===== src/hdl/assert_macros.svh =====
// Assertion helpers shared by the RTL.
`ifndef ASSERT_MACROS_SVH
`define ASSERT_MACROS_SVH

`ifndef SYNTHESIS
`define ASSERT_CLK(label, clk, rst_n, prop, msg) \
    label: assert property (@(posedge clk) disable iff (!rst_n) prop) else $error(msg);
`define ASSERT_NEVER(label, clk, rst_n, cond, msg) \
    label: assert property (@(posedge clk) disable iff (!rst_n) !(cond)) else $error(msg);
`else
`define ASSERT_CLK(label, clk, rst_n, prop, msg)
`define ASSERT_NEVER(label, clk, rst_n, cond, msg)
`endif

`endif


===== src/hdl/lfr_pkg.sv =====
`timescale 1ns / 1ps

package lfr_pkg;

    localparam int OP_W     = 2;
    localparam int STATUS_W = 3;
    localparam int CHAN_W   = 2;
    localparam int VALUE_W  = 16;
    localparam int REG_W    = 16;
    localparam int SERIAL_W = 32;
    localparam int CFG_IDX_W = 3;

    localparam logic [OP_W-1:0] OP_TICK = 2'd0;
    localparam logic [OP_W-1:0] OP_RAW  = 2'd1;
    localparam logic [OP_W-1:0] OP_RGB  = 2'd2;

    localparam logic [STATUS_W-1:0] STS_OK        = 3'd0;
    localparam logic [STATUS_W-1:0] STS_NO_SERIAL = 3'd1;
    localparam logic [STATUS_W-1:0] STS_NO_CAL    = 3'd2;
    localparam logic [STATUS_W-1:0] STS_UNDER     = 3'd3;
    localparam logic [STATUS_W-1:0] STS_OVER      = 3'd4;

    localparam logic [CHAN_W-1:0] CH_RED   = 2'd0;
    localparam logic [CHAN_W-1:0] CH_GREEN = 2'd1;
    localparam logic [CHAN_W-1:0] CH_BLUE  = 2'd2;
    localparam logic [CHAN_W-1:0] CH_RAW   = 2'd3;

    localparam logic [CFG_IDX_W-1:0] REG_INTEGRAL_TIME = 3'd0;
    localparam logic [CFG_IDX_W-1:0] REG_PRE_SCALE     = 3'd1;
    localparam logic [CFG_IDX_W-1:0] REG_DARK_RED      = 3'd2;
    localparam logic [CFG_IDX_W-1:0] REG_DARK_GREEN    = 3'd3;
    localparam logic [CFG_IDX_W-1:0] REG_DARK_BLUE     = 3'd4;
    localparam logic [CFG_IDX_W-1:0] REG_SERIAL        = 3'd5;

    localparam logic [REG_W-1:0]    IT_NO_SCALE  = 16'hffff;
    localparam logic [REG_W-1:0]    DARK_UNCAL   = 16'hffff;
    localparam logic [VALUE_W-1:0]  VALUE_MAX    = 16'h7fff;
    localparam logic [SERIAL_W-1:0] SERIAL_BLANK = 32'hffff_ffff;

    typedef enum logic [2:0] {
        ST_IDLE,
        ST_MEAS,
        ST_MUL,
        ST_CHK,
        ST_DIV,
        ST_RES,
        ST_ERR
    } t_state;

    typedef struct packed {
        logic start;
        logic start_rgb;
        logic sample;
        logic mul;
        logic div_start;
        logic emit;
        logic emit_chk;
    } t_cmd;

    typedef struct packed {
        logic window_end;
        logic chk_fail;
        logic it_full;
        logic it_zero;
        logic div_done;
        logic out_free;
        logic res_last;
    } t_stat;

endpackage


===== src/hdl/lfr_div.sv =====
`timescale 1ns / 1ps
`include "assert_macros.svh"

module lfr_div (
    input  logic                        i_clk,
    input  logic                        i_rst_n,
    input  logic                        i_start,
    input  logic [lfr_pkg::REG_W-1:0]   i_count,
    input  logic [lfr_pkg::REG_W-1:0]   i_divisor,
    output logic                        o_done,
    output logic [lfr_pkg::VALUE_W-1:0] o_quotient
);
    import lfr_pkg::*;

    localparam int DIV_STEPS = 2 * REG_W;
    localparam int CNT_W     = $clog2(DIV_STEPS);
    localparam logic [CNT_W-1:0] LAST_STEP = CNT_W'(DIV_STEPS - 1);

    logic                 r_busy;
    logic [CNT_W-1:0]     r_cnt;
    logic [DIV_STEPS-1:0] r_dividend;
    logic [REG_W-1:0]     r_rem;
    logic [VALUE_W-1:0]   r_quo;

    logic [REG_W:0] trial;
    logic [REG_W:0] diff;
    logic           ge;
    logic [REG_W-1:0] n_rem;

    assign trial = {r_rem, r_dividend[DIV_STEPS-1]};
    assign diff  = trial - {1'b0, i_divisor};
    assign ge    = trial >= {1'b0, i_divisor};
    assign n_rem = ge ? diff[REG_W-1:0] : trial[REG_W-1:0];

    assign o_done     = r_busy && (r_cnt == LAST_STEP);
    assign o_quotient = r_quo;

    always_ff @(posedge i_clk) begin
        if (!i_rst_n) begin
            r_busy <= 1'b0;
            r_cnt  <= '0;
        end else if (i_start) begin
            r_busy <= 1'b1;
            r_cnt  <= '0;
        end else if (r_busy) begin
            r_cnt <= r_cnt + 1'b1;
            if (r_cnt == LAST_STEP) begin
                r_busy <= 1'b0;
            end
        end
    end

    always_ff @(posedge i_clk) begin
        if (i_start) begin
            r_dividend <= {i_count, {REG_W{1'b0}}} - {{REG_W{1'b0}}, i_count};
            r_rem      <= '0;
            r_quo      <= '0;
        end else if (r_busy) begin
            r_dividend <= {r_dividend[DIV_STEPS-2:0], 1'b0};
            r_rem      <= n_rem;
            r_quo      <= {r_quo[VALUE_W-2:0], ge};
        end
    end

    `ASSERT_CLK(a_div_start_busy, i_clk, i_rst_n, i_start |=> r_busy, "divider did not start")
    `ASSERT_NEVER(a_div_restart, i_clk, i_rst_n, i_start && r_busy, "divider restarted while busy")

endmodule


===== src/hdl/lfr_dp.sv =====
`timescale 1ns / 1ps

module lfr_dp (
    input  logic                          i_clk,
    input  logic                          i_rst_n,
    input  lfr_pkg::t_cmd                 i_cmd,
    output lfr_pkg::t_stat                o_stat,
    input  logic                          i_level,
    input  logic                          i_cfg_we,
    input  logic [lfr_pkg::CFG_IDX_W-1:0] i_cfg_index,
    input  logic [lfr_pkg::SERIAL_W-1:0]  i_cfg_data,
    output logic                          o_out_valid,
    input  logic                          i_out_ready,
    output logic [lfr_pkg::STATUS_W-1:0]  o_status,
    output logic [lfr_pkg::CHAN_W-1:0]    o_channel,
    output logic [lfr_pkg::VALUE_W-1:0]   o_value,
    output logic                          o_last
);
    import lfr_pkg::*;

    logic [REG_W-1:0]    r_integral_time;
    logic [REG_W-1:0]    r_pre_scale;
    logic [REG_W-1:0]    r_dark_red;
    logic [REG_W-1:0]    r_dark_green;
    logic [REG_W-1:0]    r_dark_blue;
    logic [SERIAL_W-1:0] r_serial;

    logic              r_ref;
    logic [REG_W-1:0]  r_edges;
    logic [REG_W-1:0]  r_samples;
    logic              r_rgb;
    logic [CHAN_W-1:0] r_channel;
    logic [REG_W-1:0]  r_count;

    logic                r_out_valid;
    logic [STATUS_W-1:0] r_status;
    logic [CHAN_W-1:0]   r_out_channel;
    logic [VALUE_W-1:0]  r_value;
    logic                r_last;

    logic                  sd_lt;
    logic [REG_W-1:0]      n_samples;
    logic [2*REG_W-1:0]    product;
    logic                  div_done;
    logic [VALUE_W-1:0]    quotient;
    logic [VALUE_W-1:0]    reading;
    logic [REG_W-1:0]      dark;
    logic [STATUS_W-1:0]   res_status;
    logic [CHAN_W-1:0]     res_channel;
    logic [VALUE_W-1:0]    res_value;
    logic                  res_last;

    assign sd_lt     = r_samples < r_integral_time;
    assign n_samples = sd_lt ? r_samples + 1'b1 : r_samples;
    assign product   = {{REG_W{1'b0}}, r_edges} * {{REG_W{1'b0}}, r_pre_scale};

    lfr_div u_div (
        .i_clk      (i_clk),
        .i_rst_n    (i_rst_n),
        .i_start    (i_cmd.div_start),
        .i_count    (r_count),
        .i_divisor  (r_integral_time),
        .o_done     (div_done),
        .o_quotient (quotient)
    );

    always_comb begin
        if (r_integral_time == IT_NO_SCALE) begin
            reading = r_count;
        end else if (r_integral_time == '0) begin
            reading = '0;
        end else begin
            reading = quotient;
        end
    end

    always_comb begin
        unique case (r_channel)
            CH_RED:   dark = r_dark_red;
            CH_GREEN: dark = r_dark_green;
            default:  dark = r_dark_blue;
        endcase
    end

    always_comb begin
        res_status  = STS_OK;
        res_channel = r_channel;
        res_value   = '0;
        res_last    = 1'b1;
        if (!r_rgb) begin
            res_channel = CH_RAW;
            res_value   = reading;
        end else if (reading < dark) begin
            res_status = STS_UNDER;
        end else if (reading > VALUE_MAX) begin
            res_status = STS_OVER;
        end else if (r_channel >= CH_BLUE) begin
            res_channel = CH_BLUE;
            res_value   = reading - dark;
        end else begin
            res_value = reading - dark;
            res_last  = 1'b0;
        end
    end

    always_comb begin
        o_stat.window_end = !(n_samples < r_integral_time);
        o_stat.chk_fail   = (r_serial == SERIAL_BLANK) || (r_dark_red == DARK_UNCAL);
        o_stat.it_full    = r_integral_time == IT_NO_SCALE;
        o_stat.it_zero    = r_integral_time == '0;
        o_stat.div_done   = div_done;
        o_stat.out_free   = !r_out_valid || i_out_ready;
        o_stat.res_last   = res_last;
    end

    always_ff @(posedge i_clk) begin
        if (!i_rst_n) begin
            r_integral_time <= IT_NO_SCALE;
            r_pre_scale     <= '0;
            r_dark_red      <= '0;
            r_dark_green    <= '0;
            r_dark_blue     <= '0;
            r_serial        <= '0;
        end else if (i_cfg_we) begin
            unique case (i_cfg_index)
                REG_INTEGRAL_TIME: r_integral_time <= i_cfg_data[REG_W-1:0];
                REG_PRE_SCALE:     r_pre_scale     <= i_cfg_data[REG_W-1:0];
                REG_DARK_RED:      r_dark_red      <= i_cfg_data[REG_W-1:0];
                REG_DARK_GREEN:    r_dark_green    <= i_cfg_data[REG_W-1:0];
                REG_DARK_BLUE:     r_dark_blue     <= i_cfg_data[REG_W-1:0];
                REG_SERIAL:        r_serial        <= i_cfg_data;
                default: ;
            endcase
        end
    end

    always_ff @(posedge i_clk) begin
        if (!i_rst_n) begin
            r_ref     <= 1'b0;
            r_edges   <= '0;
            r_samples <= '0;
            r_rgb     <= 1'b0;
            r_channel <= CH_RED;
        end else if (i_cmd.start) begin
            r_rgb     <= i_cmd.start_rgb;
            r_channel <= CH_RED;
            r_ref     <= i_level;
            r_edges   <= '0;
            r_samples <= '0;
        end else if (i_cmd.sample && sd_lt) begin
            if (i_level != r_ref) begin
                r_edges <= r_edges + 1'b1;
                r_ref   <= i_level;
            end
            r_samples <= n_samples;
        end else if (i_cmd.emit && !res_last) begin
            r_channel <= r_channel + 1'b1;
            r_edges   <= '0;
            r_samples <= '0;
        end
    end

    always_ff @(posedge i_clk) begin
        if (i_cmd.mul) begin
            r_count <= product[REG_W-1:0];
        end
    end

    always_ff @(posedge i_clk) begin
        if (!i_rst_n) begin
            r_out_valid <= 1'b0;
        end else if (i_cmd.emit || i_cmd.emit_chk) begin
            r_out_valid <= 1'b1;
        end else if (i_out_ready) begin
            r_out_valid <= 1'b0;
        end
    end

    always_ff @(posedge i_clk) begin
        if (i_cmd.emit) begin
            r_status      <= res_status;
            r_out_channel <= res_channel;
            r_value       <= res_value;
            r_last        <= res_last;
        end else if (i_cmd.emit_chk) begin
            r_status      <= (r_serial == SERIAL_BLANK) ? STS_NO_SERIAL : STS_NO_CAL;
            r_out_channel <= CH_RED;
            r_value       <= '0;
            r_last        <= 1'b1;
        end
    end

    assign o_out_valid = r_out_valid;
    assign o_status    = r_status;
    assign o_channel   = r_out_channel;
    assign o_value     = r_value;
    assign o_last      = r_last;

endmodule


===== src/hdl/lfr_ctrl.sv =====
`timescale 1ns / 1ps
`include "assert_macros.svh"

module lfr_ctrl (
    input  logic                     i_clk,
    input  logic                     i_rst_n,
    input  logic                     i_valid,
    output logic                     o_ready,
    input  logic [lfr_pkg::OP_W-1:0] i_op,
    output lfr_pkg::t_cmd            o_cmd,
    input  lfr_pkg::t_stat           i_stat
);
    import lfr_pkg::*;

    t_state r_state;
    t_state n_state;
    logic   accept;
    logic   need_div;

    assign o_ready  = (r_state == ST_IDLE) || (r_state == ST_MEAS);
    assign accept   = i_valid && o_ready;
    assign need_div = !i_stat.it_full && !i_stat.it_zero;

    always_comb begin
        n_state = r_state;
        unique case (r_state) inside
            ST_IDLE, ST_MEAS: begin
                if (accept) begin
                    unique case (i_op)
                        OP_RAW:  n_state = ST_MEAS;
                        OP_RGB:  n_state = i_stat.chk_fail ? ST_ERR : ST_MEAS;
                        OP_TICK: begin
                            if (r_state == ST_MEAS && i_stat.window_end) begin
                                n_state = ST_MUL;
                            end
                        end
                        default: ;
                    endcase
                end
            end
            ST_MUL: n_state = ST_CHK;
            ST_CHK: n_state = need_div ? ST_DIV : ST_RES;
            ST_DIV: begin
                if (i_stat.div_done) begin
                    n_state = ST_RES;
                end
            end
            ST_RES: begin
                if (i_stat.out_free) begin
                    n_state = i_stat.res_last ? ST_IDLE : ST_MEAS;
                end
            end
            ST_ERR: begin
                if (i_stat.out_free) begin
                    n_state = ST_IDLE;
                end
            end
            default: n_state = ST_IDLE;
        endcase
    end

    always_comb begin
        o_cmd = '0;
        unique case (r_state) inside
            ST_IDLE, ST_MEAS: begin
                if (accept) begin
                    unique case (i_op)
                        OP_RAW:  o_cmd.start = 1'b1;
                        OP_RGB: begin
                            o_cmd.start     = 1'b1;
                            o_cmd.start_rgb = 1'b1;
                        end
                        OP_TICK: o_cmd.sample = r_state == ST_MEAS;
                        default: ;
                    endcase
                end
            end
            ST_MUL: o_cmd.mul = 1'b1;
            ST_CHK: o_cmd.div_start = need_div;
            ST_DIV: ;
            ST_RES: o_cmd.emit = i_stat.out_free;
            ST_ERR: o_cmd.emit_chk = i_stat.out_free;
            default: ;
        endcase
    end

    always_ff @(posedge i_clk) begin
        if (!i_rst_n) begin
            r_state <= ST_IDLE;
        end else begin
            r_state <= n_state;
        end
    end

    `ASSERT_CLK(a_cmd_onehot, i_clk, i_rst_n, $onehot0({o_cmd.start, o_cmd.sample, o_cmd.mul, o_cmd.div_start, o_cmd.emit, o_cmd.emit_chk}), "conflicting datapath commands")
    `ASSERT_CLK(a_div_entry, i_clk, i_rst_n, o_cmd.div_start |=> (r_state == ST_DIV), "divide started outside divide state")
    `ASSERT_CLK(a_res_exit, i_clk, i_rst_n, o_cmd.emit |=> (r_state == ST_IDLE || r_state == ST_MEAS), "result state did not exit after emit")

endmodule


===== src/hdl/light_frequency_rgb_reader.sv =====
// Ticks are taken one per cycle while a window runs; a tick that ends the window stalls input.
// A window-ending tick goes through multiply, check, divide (skipped with integral_time 0 or 0xffff)
// and result states; the 32-step divider gives one bit per cycle. Check errors use the error state.
// Results wait in an output register; ticks keep being taken while one waits.
// Synchronous active-low reset: idle, counters cleared, integral_time 0xffff, other config regs 0.
`timescale 1ns / 1ps

module light_frequency_rgb_reader (
    input  logic                              i_clk,
    input  logic                              i_rst_n,
    input  logic                              s_axis_tvalid,
    output logic                              s_axis_tready,
    input  logic [7:0]                        s_axis_tdata,  // [0] sensor_level
    input  logic [lfr_pkg::OP_W-1:0]          s_axis_tuser,  // [1:0] operation
    output logic                              m_axis_tvalid,
    input  logic                              m_axis_tready,
    output logic [23:0]                       m_axis_tdata,  // [2:0] status, [18:3] value
    output logic [lfr_pkg::CHAN_W-1:0]        m_axis_tuser,  // [1:0] channel
    output logic                              m_axis_tlast,
    input  logic                              i_cfg_valid,
    output logic                              o_cfg_ready,
    input  logic [lfr_pkg::CFG_IDX_W-1:0]     i_cfg_index,
    input  logic [lfr_pkg::SERIAL_W-1:0]      i_cfg_data
);
    import lfr_pkg::*;

    t_cmd                cmd;
    t_stat               stat;
    logic [STATUS_W-1:0] status;
    logic [VALUE_W-1:0]  value;

    assign o_cfg_ready = 1'b1;

    lfr_ctrl u_ctrl (
        .i_clk   (i_clk),
        .i_rst_n (i_rst_n),
        .i_valid (s_axis_tvalid),
        .o_ready (s_axis_tready),
        .i_op    (s_axis_tuser),
        .o_cmd   (cmd),
        .i_stat  (stat)
    );

    lfr_dp u_dp (
        .i_clk       (i_clk),
        .i_rst_n     (i_rst_n),
        .i_cmd       (cmd),
        .o_stat      (stat),
        .i_level     (s_axis_tdata[0]),
        .i_cfg_we    (i_cfg_valid),
        .i_cfg_index (i_cfg_index),
        .i_cfg_data  (i_cfg_data),
        .o_out_valid (m_axis_tvalid),
        .i_out_ready (m_axis_tready),
        .o_status    (status),
        .o_channel   (m_axis_tuser),
        .o_value     (value),
        .o_last      (m_axis_tlast)
    );

    assign m_axis_tdata = {5'b0, value, status};

endmodule

===== config.mk =====
export PLATFORM = sky130hd
export DESIGN_NAME = light_frequency_rgb_reader
export DESIGN_NICKNAME = d
export VERILOG_FILES = /design/src/hdl/lfr_pkg.sv /design/src/hdl/lfr_div.sv /design/src/hdl/lfr_dp.sv /design/src/hdl/lfr_ctrl.sv /design/src/hdl/light_frequency_rgb_reader.sv
export VERILOG_INCLUDE_DIRS = /design/src /design/src/hdl
export SDC_FILE = /design/constraint.sdc
export NUM_CORES = 1
export LEC_CHECK = 0
export BUFFER_PORTS_ARGS = -buffer_cell sky130_fd_sc_hd__buf_2
export CAP_MARGIN = 10
export CORE_UTILIZATION = 55
export DETAILED_ROUTE_END_ITERATION = 6
export GPL_TIMING_DRIVEN = 0
export PLACE_DENSITY = 0.71
export SYNTH_ARGS = -nofsm -noshare
export SYNTH_HDL_FRONTEND = slang
export SYNTH_HIERARCHICAL = 1
export SYNTH_SLANG_ARGS = --single-unit

===== constraint.sdc =====
create_clock -name i_clk -period 16.35 [get_ports i_clk]
set_clock_uncertainty 0.15 [all_clocks]
set_input_delay 0.8175 -clock i_clk [delete_from_list [all_inputs] [get_ports i_clk]]
set_output_delay 0.8175 -clock i_clk [all_outputs]
set_load 0.005 [all_outputs]

-- Word level (Yosys, flattened, before mapping)
Cells that the tools add are included.
- add/sub/neg operators: 7
- $mul: 1
- magnitude comparators: 6
- eq/ne operators: 26
- multiplexer cells: 61
- bitwise operators: 2
- reduce and logical (&&, ||, !) cells: 40
- operator list (kind ; count):
    $mux W16 ; 13
    $mux W32 ; 2
    $lt A16 B16 Y1 ; 3
    $mux W3 ; 13
    $add A16 B1 Y16 const B ; 2
    $eq A16 B16 Y1 const B ; 2
    $eq A32 B32 Y1 const B ; 1
    $pmux W16 S2 ; 1
    $sub A16 B16 Y16 ; 2
    $sub A32 B16 Y32 ; 1
    $mux W1 ; 23
    $pmux W3 S6 ; 1
    $reduce_and A2 Y1 ; 9
    $ge A17 B16 Y1 ; 1
    $gt A16 B15 Y1 const B ; 1
    $logic_not A16 Y1 ; 1
    $mul A16 B16 Y16 ; 1
    $eq A3 B3 Y1 const B ; 5
    $mux W2 ; 7
    $eq A3 B2 Y1 const B ; 4
    $reduce_bool A2 Y1 ; 6
    $pmux W3 S3 ; 1
    $ne A2 B1 Y1 const B ; 4
    $reduce_or A2 Y1 ; 4
    other kinds (18) ; 35
- bits in registers: 260
- input port bits: 50
- output and inout bits: 30
- word-level logic and storage cells: 166

-- Depth between registers and ports, before layout
Gate-level depths: netlist of run 1.
- depth after elaboration: 11
- mapped depth: 23
- depth with buffers taken out: 22

-- Cells and area by module
Netlist of run 1, hierarchy kept.
- modules (own cells, without submodules) (module ; instances ; cells each ; area an instance (sq um) ; sequential area each (sq um)):
    lfr_dp ; 1 ; 1576 ; 13590.5 ; 4124.0
    lfr_div ; 1 ; 481 ; 4284.1 ; 1721.7
    lfr_ctrl ; 1 ; 48 ; 394.1 ; 60.1
    light_frequency_rgb_reader ; 1 ; 8 ; 52.6 ; 0.0

-- Worst setup path after synthesis of run 1
No wires, ideal clock.
- path type: register to register
- from: reg u_dp.r_edges[5]
- to: reg u_dp.r_count[15], data pin
- setup time: 268 ps
- arrival time: 5026 ps
- required time: 15932 ps
- path slack: 10906 ps
- stages on the path, launching flop included: 19
- buffers on the path: 1
- period minus slack after synthesis: 5444 ps
- cell sequence: dfxtp_1 clkbuf_1 and2_1 fa_1 inv_1 fa_1 fa_1 fa_1 inv_1 fa_1 inv_1 fa_1 inv_1 ha_1 and2_1 o21ai_0 o21ai_0 o41ai_1 xnor2_1
- longest elaborated chain between the ends: 1
- RTL lines (item ; RTL line ; text):
    start, declared ; lfr_dp.sv:29 ; logic [REG_W-1:0] r_edges;
    start signal, assigned ; lfr_dp.sv:152 ; r_edges <= r_edges + 1'b1;
    $mul A16 B16 Y16 ; lfr_dp.sv:55 ; assign product = {{REG_W{1'b0}}, r_edges} * {{REG_W{1'b0}}, r_pre_scale};
    net u_dp.product[15] ; lfr_dp.sv:43 ; logic [2*REG_W-1:0] product;
    end signal, assigned ; lfr_dp.sv:165 ; r_count <= product[REG_W-1:0];
    end, declared ; lfr_dp.sv:33 ; logic [REG_W-1:0] r_count;
The timed path passes the listed nets, and every way through them passes these cells.
A chain may end at the register's enable or synchronous reset.

-- Worst setup path after layout of run 1
- from: reg u_dp.r_pre_scale[3]
- to: reg u_dp.r_count[15], data pin
- longest elaborated chain between the ends: 1
- RTL lines (item ; RTL line ; text):
    start, declared ; lfr_dp.sv:22 ; logic [REG_W-1:0] r_pre_scale;
    start signal, assigned ; lfr_dp.sv:127 ; REG_PRE_SCALE: r_pre_scale <= i_cfg_data[REG_W-1:0];
    $mul A16 B16 Y16 ; lfr_dp.sv:55 ;
    net u_dp.product[15] ; lfr_dp.sv:43 ;
The timed path passes the listed nets, and every way through them passes these cells.

==> flow_metrics.tcl, run 1 <==
set metrics [dict create \
    drtAntennaViolNets 0 \
    cts_tree "done" \
    worst_pin_slew_ns 1.214 \
    multi_input_area_um2 11220 \
    rows 66 \
    ys_ff_latch 260 \
    cts_buffers 28 \
    globalRoute.busiestLayer "met2" \
    cts_sinks 260 \
    yosysSeqAreaShare_pct 32.23 \
    ys.flop_type "dfxtp_1" \
    max-vdd-ir-drop_mv 0.08122 \
    synth_cell_types 92 \
    finalCoreUtilization_pct 61.75 \
    grt_pass1_wl_mm 75.42 \
    total_power_uw 1580 \
    numPortBuffers 66 \
    tns_ns 0 \
    arrival_ns 6.53 \
    p_switching_uw 439.4 \
    min_period_over_period_pct 39.35 \
    gp_congestion 0.9381 \
    diodes 0 \
    power.share.clock_pct 38.8 \
    netlist_instances 2113 \
    wire_per_inst_um 17.89 \
    chipHeight_um 184.5 \
    h-tree-depth 1 \
    cts.path.max_buffers 3 \
    grt_pass1_vias 14435 \
    fill_cells 2930 \
    grt_usage_pct 28.12 \
    clk_pin_slew_ns 0.06 \
    relSlewSlack_pct 18.01 \
    final_layout_size_suffix_gt1_share_pct 7.696 \
    syn_area_um2 18320 \
    drt-pass1-iter-count 7 \
    antenna_found_initial 0 \
    seqPwrFrac_pct 44.7 \
    p_leak_uw 0.008382 \
    p_int_uw 1140 \
    die_x_um 184.5 \
    hp-class "flip-flop to flip-flop" \
    switching_share_pct 27.81 \
    grtUsageMet3_pct 2.806 \
    worst-setup-path-type "flip-flop to flip-flop" \
    hold_violations 0 \
    syn_avg_cell_area_um2 8.671 \
    gr-usage-met1_pct 38.69 \
    ctsResizeCount 0 \
    holdBufCountCts 0 \
    power_density_nw_per_um2 78.44 \
    ioPinCount 80 \
    clockRootBuffer "clkbuf_16" \
    ff_latch_area_um2 5906 \
    rsz0062_at_grt "no" \
    grt_max_degree 33 \
    yosys_warnings 6 \
    status "complete, but fails checks" \
    drv_cap 0 \
    num-nets-final 2471 \
    ys_async_sr_fraction_pct 0 \
    grt_overflow 0 \
    routed_wl_mm 47.90 \
    max_freq_mhz 155.4 \
    via_per_inst 5.763 \
    period_needed_ns 6.434 \
    core-area_um2 32620 \
    fp.dieArea_um2 34050 \
    end_kind "flip-flop" \
    cp-start-kind "flip-flop" \
    setup_viol 0 \
    clock_latency_ns 0.55 \
    cp.required_ns 16.44 \
    cp_max_fo 10 \
    start_util_pct 56.17 \
    use_met2_pct 46.10 \
    post_cts_buffers 0 \
    power_frac_comb_pct 16.5 \
    slew_viol_final 0 \
    failed_checks "DRC" \
    drc 1 \
    first_iter_violations 1223 \
    synth_edf_count 70 \
    post-dp-hpwl_mm 36.89 \
    vias 15427 \
    syn_to_final_growth_pct 9.930 \
]
==> area by class of cell <==
cell class | count | share of cell area (%)
timing repair buffer | 68 | 1.814
tap | 442 | 2.746
multi-input combinational | 1553 | 55.69
inverter | 190 | 3.541
buffer | 114 | 2.485
clock inverter | 5 | 0.1429
sequential | 260 | 29.32
clock buffer | 45 | 4.255
==> registers in the layout (all words and copies together), names as in the netlist, 2 cells and up <==
register and flops:
u_dp/r_pre_scale 16, u_dp/o_value 16, u_dp/u_div/r_dividend 32, u_dp/u_div/r_rem 16, u_dp/r_dark_green 16, u_dp/o_status 3, u_dp/r_channel 2, u_dp/r_serial 32
u_dp/u_div/o_quotient 16, u_dp/r_integral_time 16, u_ctrl/r_state 3, u_dp/r_dark_red 16, u_dp/u_div/r_cnt 5, u_dp/o_channel 2, u_dp/r_edges 16, u_dp/r_dark_blue 16
u_dp/r_count 16, u_dp/r_samples 16
==> synth_stat cells, types with 10 or more instances <==
cell type | number | area [µm²]
o31ai_1 | 14 | 105.1
fa_1 | 82 | 1642
nand2_1 | 366 | 1374
a22oi_1 | 10 | 75.07
and2_1 | 82 | 513.0
nor2b_1 | 12 | 75.07
nor3_1 | 27 | 135.1
mux2_2 | 13 | 146.4
a21oi_1 | 75 | 375.4
clkbuf_1 | 91 | 341.6
o21ai_0 | 28 | 140.1
nand3_1 | 45 | 225.2
o21ai_1 | 12 | 60.06
a21boi_0 | 101 | 758.2
ha_1 | 124 | 1551
nand4_1 | 36 | 225.2
a22o_1 | 32 | 280.3
a31oi_1 | 17 | 106.4
mux2i_1 | 22 | 220.2
o21a_1 | 13 | 97.59
xnor2_1 | 65 | 569.3
dfxtp_1 | 190 | 3804
o211ai_1 | 25 | 187.7
edfxtp_1 | 70 | 2102
xor2_1 | 40 | 350.3
nor2_1 | 129 | 484.2
nand2b_1 | 12 | 75.07
inv_1 | 186 | 698.2
and3_1 | 16 | 100.1
nor4_1 | 12 | 75.07
buf_4 | 10 | 75.07
a21o_1 | 19 | 142.6
a311oi_1 | 12 | 105.1
==> critical path, cell delays in order, from the launching register on <==
cell      delay, ns
dfxtp_1        0.45
clkbuf_1       0.49
nand2_1        0.16
fa_1           0.60
fa_1           0.44
fa_1           0.49
fa_1           0.49
inv_1          0.05
fa_1           0.52
inv_1          0.06
fa_1           0.54
inv_1          0.05
ha_1           0.35
and2_1         0.19
o21ai_0        0.13
o21ai_0        0.14
o41ai_1        0.61
xnor2_1        0.22
==> power by group through the flow <==
stage	Combinational (µW)	Clock [µW]	Sequential [µW]
2_1_floorplan	190	0	712
3_3_place_gp	247	0	718
3_5_place_dp	253	0	719
4_1_cts	255	621	705
5_1_grt	286	645	708
6_report	260	614	706
==> through the flow <==
step           instances  cell area, µm²  worst slack [ns]  hold WS (ns)
6_report            2677           20140             9.916        0.3134
5_1_grt             2677           20140             9.662        0.3374
4_1_cts             2676           20110             9.932        0.3152
3_5_place_dp        2626           19230             9.944        0.3067
3_3_place_gp        2625           19220             10.03        0.2998
2_1_floorplan       2117           18340             10.91        0.2923
==> cells in the final DEF, fill, tap and decap left out, drive strengths merged, types with 41 or more instances in the layout <==
master  count
nand3      45
xnor2      65
nor2      132
fa         82
a21boi    103
a21oi      78
ha        124
and2       83
dfxtp     190
inv       189
nand2     367
edfxtp     70
clkbuf    136
buf        91
o21ai      41
==> kinds of logic (layout without fill, tap and decap cells) <==
group / Yosys count / in the layout / share of synthesized area, %
simple gates: 790 / 790 / 20.46
compound gates: 409 / 409 / 16.05
buf+inv: 304 / 422 / 6.624
flops: 260 / 260 / 32.23
fa+ha+maj: 206 / 206 / 17.43
xor+xnor: 105 / 105 / 5.020
mux: 37 / 37 / 2.144
other cells: 2 / 6 / 0.04099
==> worst paths after layout <==
check                                        start  slack, ns  cells past startpoint                              to
setup reg to reg  u_dp/r_pre_scale[3]$_SDFFE_PN0P_       9.92                     17      u_dp/r_count[15]$_DFFE_PP_
hold reg to reg     u_dp/r_serial[21]$_SDFFE_PN0P_       0.31                      2  u_dp/r_serial[21]$_SDFFE_PN0P_
hold / removal      u_dp/r_serial[21]$_SDFFE_PN0P_       0.31                      2  u_dp/r_serial[21]$_SDFFE_PN0P_
setup / recovery  u_dp/r_pre_scale[3]$_SDFFE_PN0P_       9.92                     17      u_dp/r_count[15]$_DFFE_PP_
==> layer usage <==
metal / vias up / part of all wire, %
met5: - / 0
li1: 7383 / -
met2: 556 / 47
met4: 0 / 3.2
met1: 7390 / 44
met3: 98 / 6.0
Power figures use the tool's default switching activity.
==> run 2, diff against run 1 <==
clock period = 6.5 ns   (was 16.35 ns; I/O delays follow)
==> flow_metrics.tcl, run 2 (synthesis results as in run 1) <==
set metrics [dict create \
    post_cts_buffers 0 \
    grt_pass1_wl_mm 76.17 \
    worst_pin_slew_ns 1.189 \
    cp_slowest_stage_delay_ns 0.60 \
    rsz0062_at_grt "no" \
    relSlewSlack_pct 19.67 \
    cp_max_fo 10 \
    status "completed" \
    path_buf_inv 4 \
    h-tree-depth 1 \
    cts.path.max_buffers 3 \
    crit_path_cell_trace "clkbuf_1, nand2_1, fa_1, fa_1, fa_1, fa_1, inv_1, fa_1, inv_1, fa_1, inv_1, ha_1, and2_1, o21ai_0, o21ai_0, o41ai_2, xnor2_1" \
    drv_cap 0 \
    final_layout_size_suffix_gt1_share_pct 7.625 \
    max-vdd-ir-drop_mv 0.2042 \
    crit_path_frequent_cell "fa_1" \
    rows 66 \
    cts_tree "done" \
    globalRoute.busiestLayer "met2" \
    fp.dieArea_um2 34050 \
    max_freq_mhz 159.7 \
    worst-setup-path-type "flip-flop to flip-flop" \
    diodes 0 \
    arrival_ns 6.36 \
    p_leak_uw 0.008534 \
    routed_wl_mm 48.56 \
    period_needed_ns 6.262 \
    clockRootBuffer "clkbuf_16" \
    antenna_found_initial 0 \
    cp.required_ns 6.60 \
    syn_to_final_growth_pct 11.83 \
    cp_top_family "adder cells" \
    chipHeight_um 184.5 \
    wire_per_inst_um 17.91 \
    gp_congestion 0.9381 \
    setup_viol 0 \
    fin_ws_ns 0.2380 \
    end_kind "flip-flop" \
    finalCoreUtilization_pct 62.81 \
    clk_pin_slew_ns 0.06 \
    vias 15598 \
    hold_violations 0 \
    clock_latency_ns 0.55 \
    slew_viol_final 0 \
    most-common-layout-cells "366 x nand2_1, 190 x dfxtp_1, 186 x inv_1, 129 x nor2_1, 124 x ha_1" \
    cp-start-kind "flip-flop" \
    ioPinCount 80 \
    tns_ns 0 \
    start_util_pct 56.17 \
    numPortBuffers 66 \
    cp_slowest_cell "fa_1" \
    min_period_over_period_pct 96.34 \
    largest_registers "u_dp/r_serial: 32 flops, u_dp/u_div/r_dividend: 32 flops" \
    grt_usage_pct 28.38 \
    drt-pass1-iter-count 6 \
    grt_overflow 0 \
    drtAntennaViolNets 0 \
    use_met2_pct 46.69 \
    cts_buffers 28 \
    cts_sinks 260 \
    first_iter_violations 1242 \
    power_density_nw_per_um2 194.6 \
    grt_max_degree 33 \
    hp-class "input pin to flip-flop" \
    gr-usage-met1_pct 38.99 \
    die_x_um 184.5 \
    grt_pass1_vias 14597 \
    via_per_inst 5.754 \
    fill_cells 2888 \
    drc 0 \
    grtUsageMet3_pct 2.727 \
    post-dp-hpwl_mm 36.89 \
    final_common_cell "nand2_1" \
    num-nets-final 2505 \
    dp_slack_ns 0.09374 \
    core-area_um2 32620 \
    whs_ns 0.08940 \
]
==> run 2: cell types whose count changed in the layout (fill, tap and decap cells not counted) <==
cell / before / now
dlygate4sd3_1: 0 / 34
o41ai_1: 3 / 2
o41ai_2: 0 / 1
==> run 2: per-layer routing <==
metal / part of all wire, % / vias to the layer above
li1: - / 7453
met1: 44 / 7462
met2: 47 / 590
met3: 6.3 / 93
met4: 3.1 / 0
met5: 0 / -
==> run 2: tightest hold or removal path: stages <==
cell     delay, ns
buf_2         0.13
inv_2         0.08
nor4b_1       0.05
o21a_1        0.16
==> run 2: path summary, 6_finish.rpt <==
path	end	from	slack, ns	depth (start not counted)
max	u_dp/r_count[15]$_DFFE_PP_	u_dp/r_pre_scale[3]$_SDFFE_PN0P_	0.24	17
min reg2reg	u_dp/r_serial[21]$_SDFFE_PN0P_	u_dp/r_serial[21]$_SDFFE_PN0P_	0.31	2
min	u_ctrl/r_state[1]$_SDFFE_PN0P_	s_axis_tvalid	0.09	4
max reg2reg	u_dp/r_count[15]$_DFFE_PP_	u_dp/r_pre_scale[3]$_SDFFE_PN0P_	0.24	17
==> run 2: final cells by class <==
cell class              count  area [µm²]  share of cell area, %
clock buffers              45       857.1                  4.183
clock inverters             5       28.78                 0.1405
well taps                 442       553.0                  2.699
flip-flops and latches    260        5906                  28.82
inverters                 190       713.2                  3.481
repair buffers            102       705.7                  3.444
plain buffers             114       500.5                  2.443
multi-input cells        1553       11220                  54.78
==> run 2: repair_timing <==
item                       in CTS  in global routing
hold buffers                   34                  0
hold endpoints to repair       89                  0
setup endpoints to repair       0                  1
resized for setup               0                  1
==> run 2: per-stage QoR <==
stage | instance area, µm² | power, µW | instances
floorplan | 18340 | 2268 | 2117
global placement | 19220 | 2427 | 2625
detailed placement | 19230 | 2446 | 2626
CTS | 20450 | 3993 | 2710
global route | 20490 | 4140 | 2711
finish | 20490 | 3988 | 2711
==> run 2: where the power goes <==
group,total [µW],internal (µW),switching (µW),leakage (µW)
sequential,1780,1720,54.4,0.00220
clock,1540,896,646,0.000437
combinational,671,265,406,0.00590
==> run 3, diff against run 2 <==
CORE_UTILIZATION = 34   (was 55)
PLACE_DENSITY = 0.48   (was 0.71)
==> flow_metrics.tcl, run 3 (synthesis results as in run 1) <==
set metrics [dict create \
    syn_to_final_growth_pct 13.32 \
    largest_registers "u_dp/r_serial: 32 flops, u_dp/u_div/r_dividend: 32 flops" \
    clock_latency_ns 0.56 \
    rows 84 \
    p_leak_uw 0.008516 \
    finalCoreUtilization_pct 39.27 \
    grt_usage_pct 19.55 \
    grt_overflow 0 \
    finalNonFillerCells 2955 \
    grt_pass1_wl_mm 83.41 \
    wire_per_inst_um 18.26 \
    cts_tree "done" \
    start_util_pct 34.66 \
    worst-setup-path-type "flip-flop to flip-flop" \
    cts_sinks 260 \
    die_x_um 234.1 \
    slew_viol_final 0 \
    worst_pin_slew_ns 1.038 \
    relSlewSlack_pct 29.92 \
    drc 2 \
    drtAntennaViolNets 0 \
    post_cts_buffers 0 \
    antenna_found_initial 1 \
    tns_ns 0 \
    routed_wl_mm 53.97 \
    via_per_inst 5.114 \
    fp.dieArea_um2 54820 \
    num-nets-final 2502 \
    cp.required_ns 6.63 \
    ioPinCount 80 \
    h-tree-depth 1 \
    hold_violations 0 \
    most-common-layout-cells "366 x nand2_1, 190 x dfxtp_1, 186 x inv_1, 128 x nor2_1, 124 x ha_1" \
    chipHeight_um 234.1 \
    gp_congestion 0.8826 \
    failed_checks "DRC" \
    final_area_um2 20760 \
    grt_pass1_vias 14500 \
    dpl_cell_area_um2 19530 \
    max_freq_mhz 165.4 \
    setup_viol 0 \
    final_common_cell "nand2_1" \
    route.met3.wl_mm 2.286 \
    drt-pass1-iter-count 7 \
    min_period_over_period_pct 93.04 \
    top_layer "met4" \
    diodes 0 \
    first_iter_violations 996 \
    core-area_um2 52870 \
    numPortBuffers 66 \
    hp-class "input pin to flip-flop" \
    post-dp-hpwl_mm 41.64 \
    ff_latch_area_um2 5906 \
    cts_buffers 29 \
    wl_met2_mm 24.30 \
    clk_pin_slew_ns 0.06 \
    period_needed_ns 6.048 \
    status "complete, but fails checks" \
    cp_max_fo 10 \
    drv_cap 0 \
    cp-start-kind "flip-flop" \
    placed_cells 2871 \
    fill_cells 5415 \
    multi_input_area_um2 11230 \
    grt_max_degree 33 \
    met1Wirelength_mm 26.30 \
    power_density_nw_per_um2 193.0 \
    rsz0062_at_grt "no" \
    clockRootBuffer "clkbuf_16" \
    arrival_ns 6.17 \
    end_kind "flip-flop" \
    cts.path.max_buffers 3 \
    vias 15111 \
    final_layout_size_suffix_gt1_share_pct 7.675 \
    max-vdd-ir-drop_mv 0.1827 \
]
## run 3: metrics by stage
step	worst slack (ns)	hold WS, ns	total power (µW)
after floorplan	1.056	0.2923	2268
after global placement	0.06395	0.2999	2455
after detailed placement	0.08508	0.3071	2464
after CTS	0.05389	0.001168	4057
after global routing	0.1159	0.001193	4205
final	0.4525	0.03456	4007
## run 3: final timing paths
path,cells past startpoint,to,slack (ns),startpoint
worst min-delay path,3,u_dp/r_dark_blue[10]$_SDFFE_PN0P_,0.03,i_cfg_data[10]
worst max-delay path,20,u_dp/r_count[15]$_DFFE_PP_,0.45,u_dp/r_edges[0]$_SDFFE_PP0P_
worst min register to register,2,u_dp/r_dark_green[5]$_SDFFE_PN0P_,0.31,u_dp/r_dark_green[5]$_SDFFE_PN0P_
worst max register to register,20,u_dp/r_count[15]$_DFFE_PP_,0.45,u_dp/r_edges[0]$_SDFFE_PP0P_
## run 3: layout make-up
class | count | area share [%]
buffer | 114 | 2.429
clock buffer | 47 | 4.110
clock inverter | 5 | 0.1386
inverter | 190 | 3.435
multi-input combinational | 1553 | 54.08
sequential | 260 | 28.45
tap | 688 | 4.146
timing repair buffer | 98 | 3.218
## run 3: worst max-delay path: stages, from the launching register on
cell	delay, ns
dfxtp_1	0.36
clkbuf_1	0.37
clkbuf_1	0.44
nand2_1	0.15
fa_1	0.54
fa_1	0.55
inv_1	0.05
ha_1	0.19
fa_1	0.48
ha_1	0.29
inv_1	0.05
fa_1	0.53
inv_1	0.04
ha_1	0.33
inv_1	0.09
o21bai_1	0.09
a21o_1	0.18
a21oi_1	0.19
o21ai_0	0.19
o41ai_2	0.34
xnor2_1	0.16
## run 3: power by group
part	switching [µW]	internal, µW	leakage, µW
logic	412	263	0.00589
clock network	664	889	0.000426
registers	57.0	1720	0.00220
## run 3: routing by layer
metal	global-route usage, %	vias to the layer above
met3	2.347	66
met4	4.221	0
li1	-	7454
met2	31.07	333
met1	28.20	7258
met5	0	-
## run 3: timing repair
item	in CTS	in global routing
gates resized for setup	0	7
hold buffers	31	0
endpoints found under the hold margin	78	0
endpoints found under the setup margin	0	1
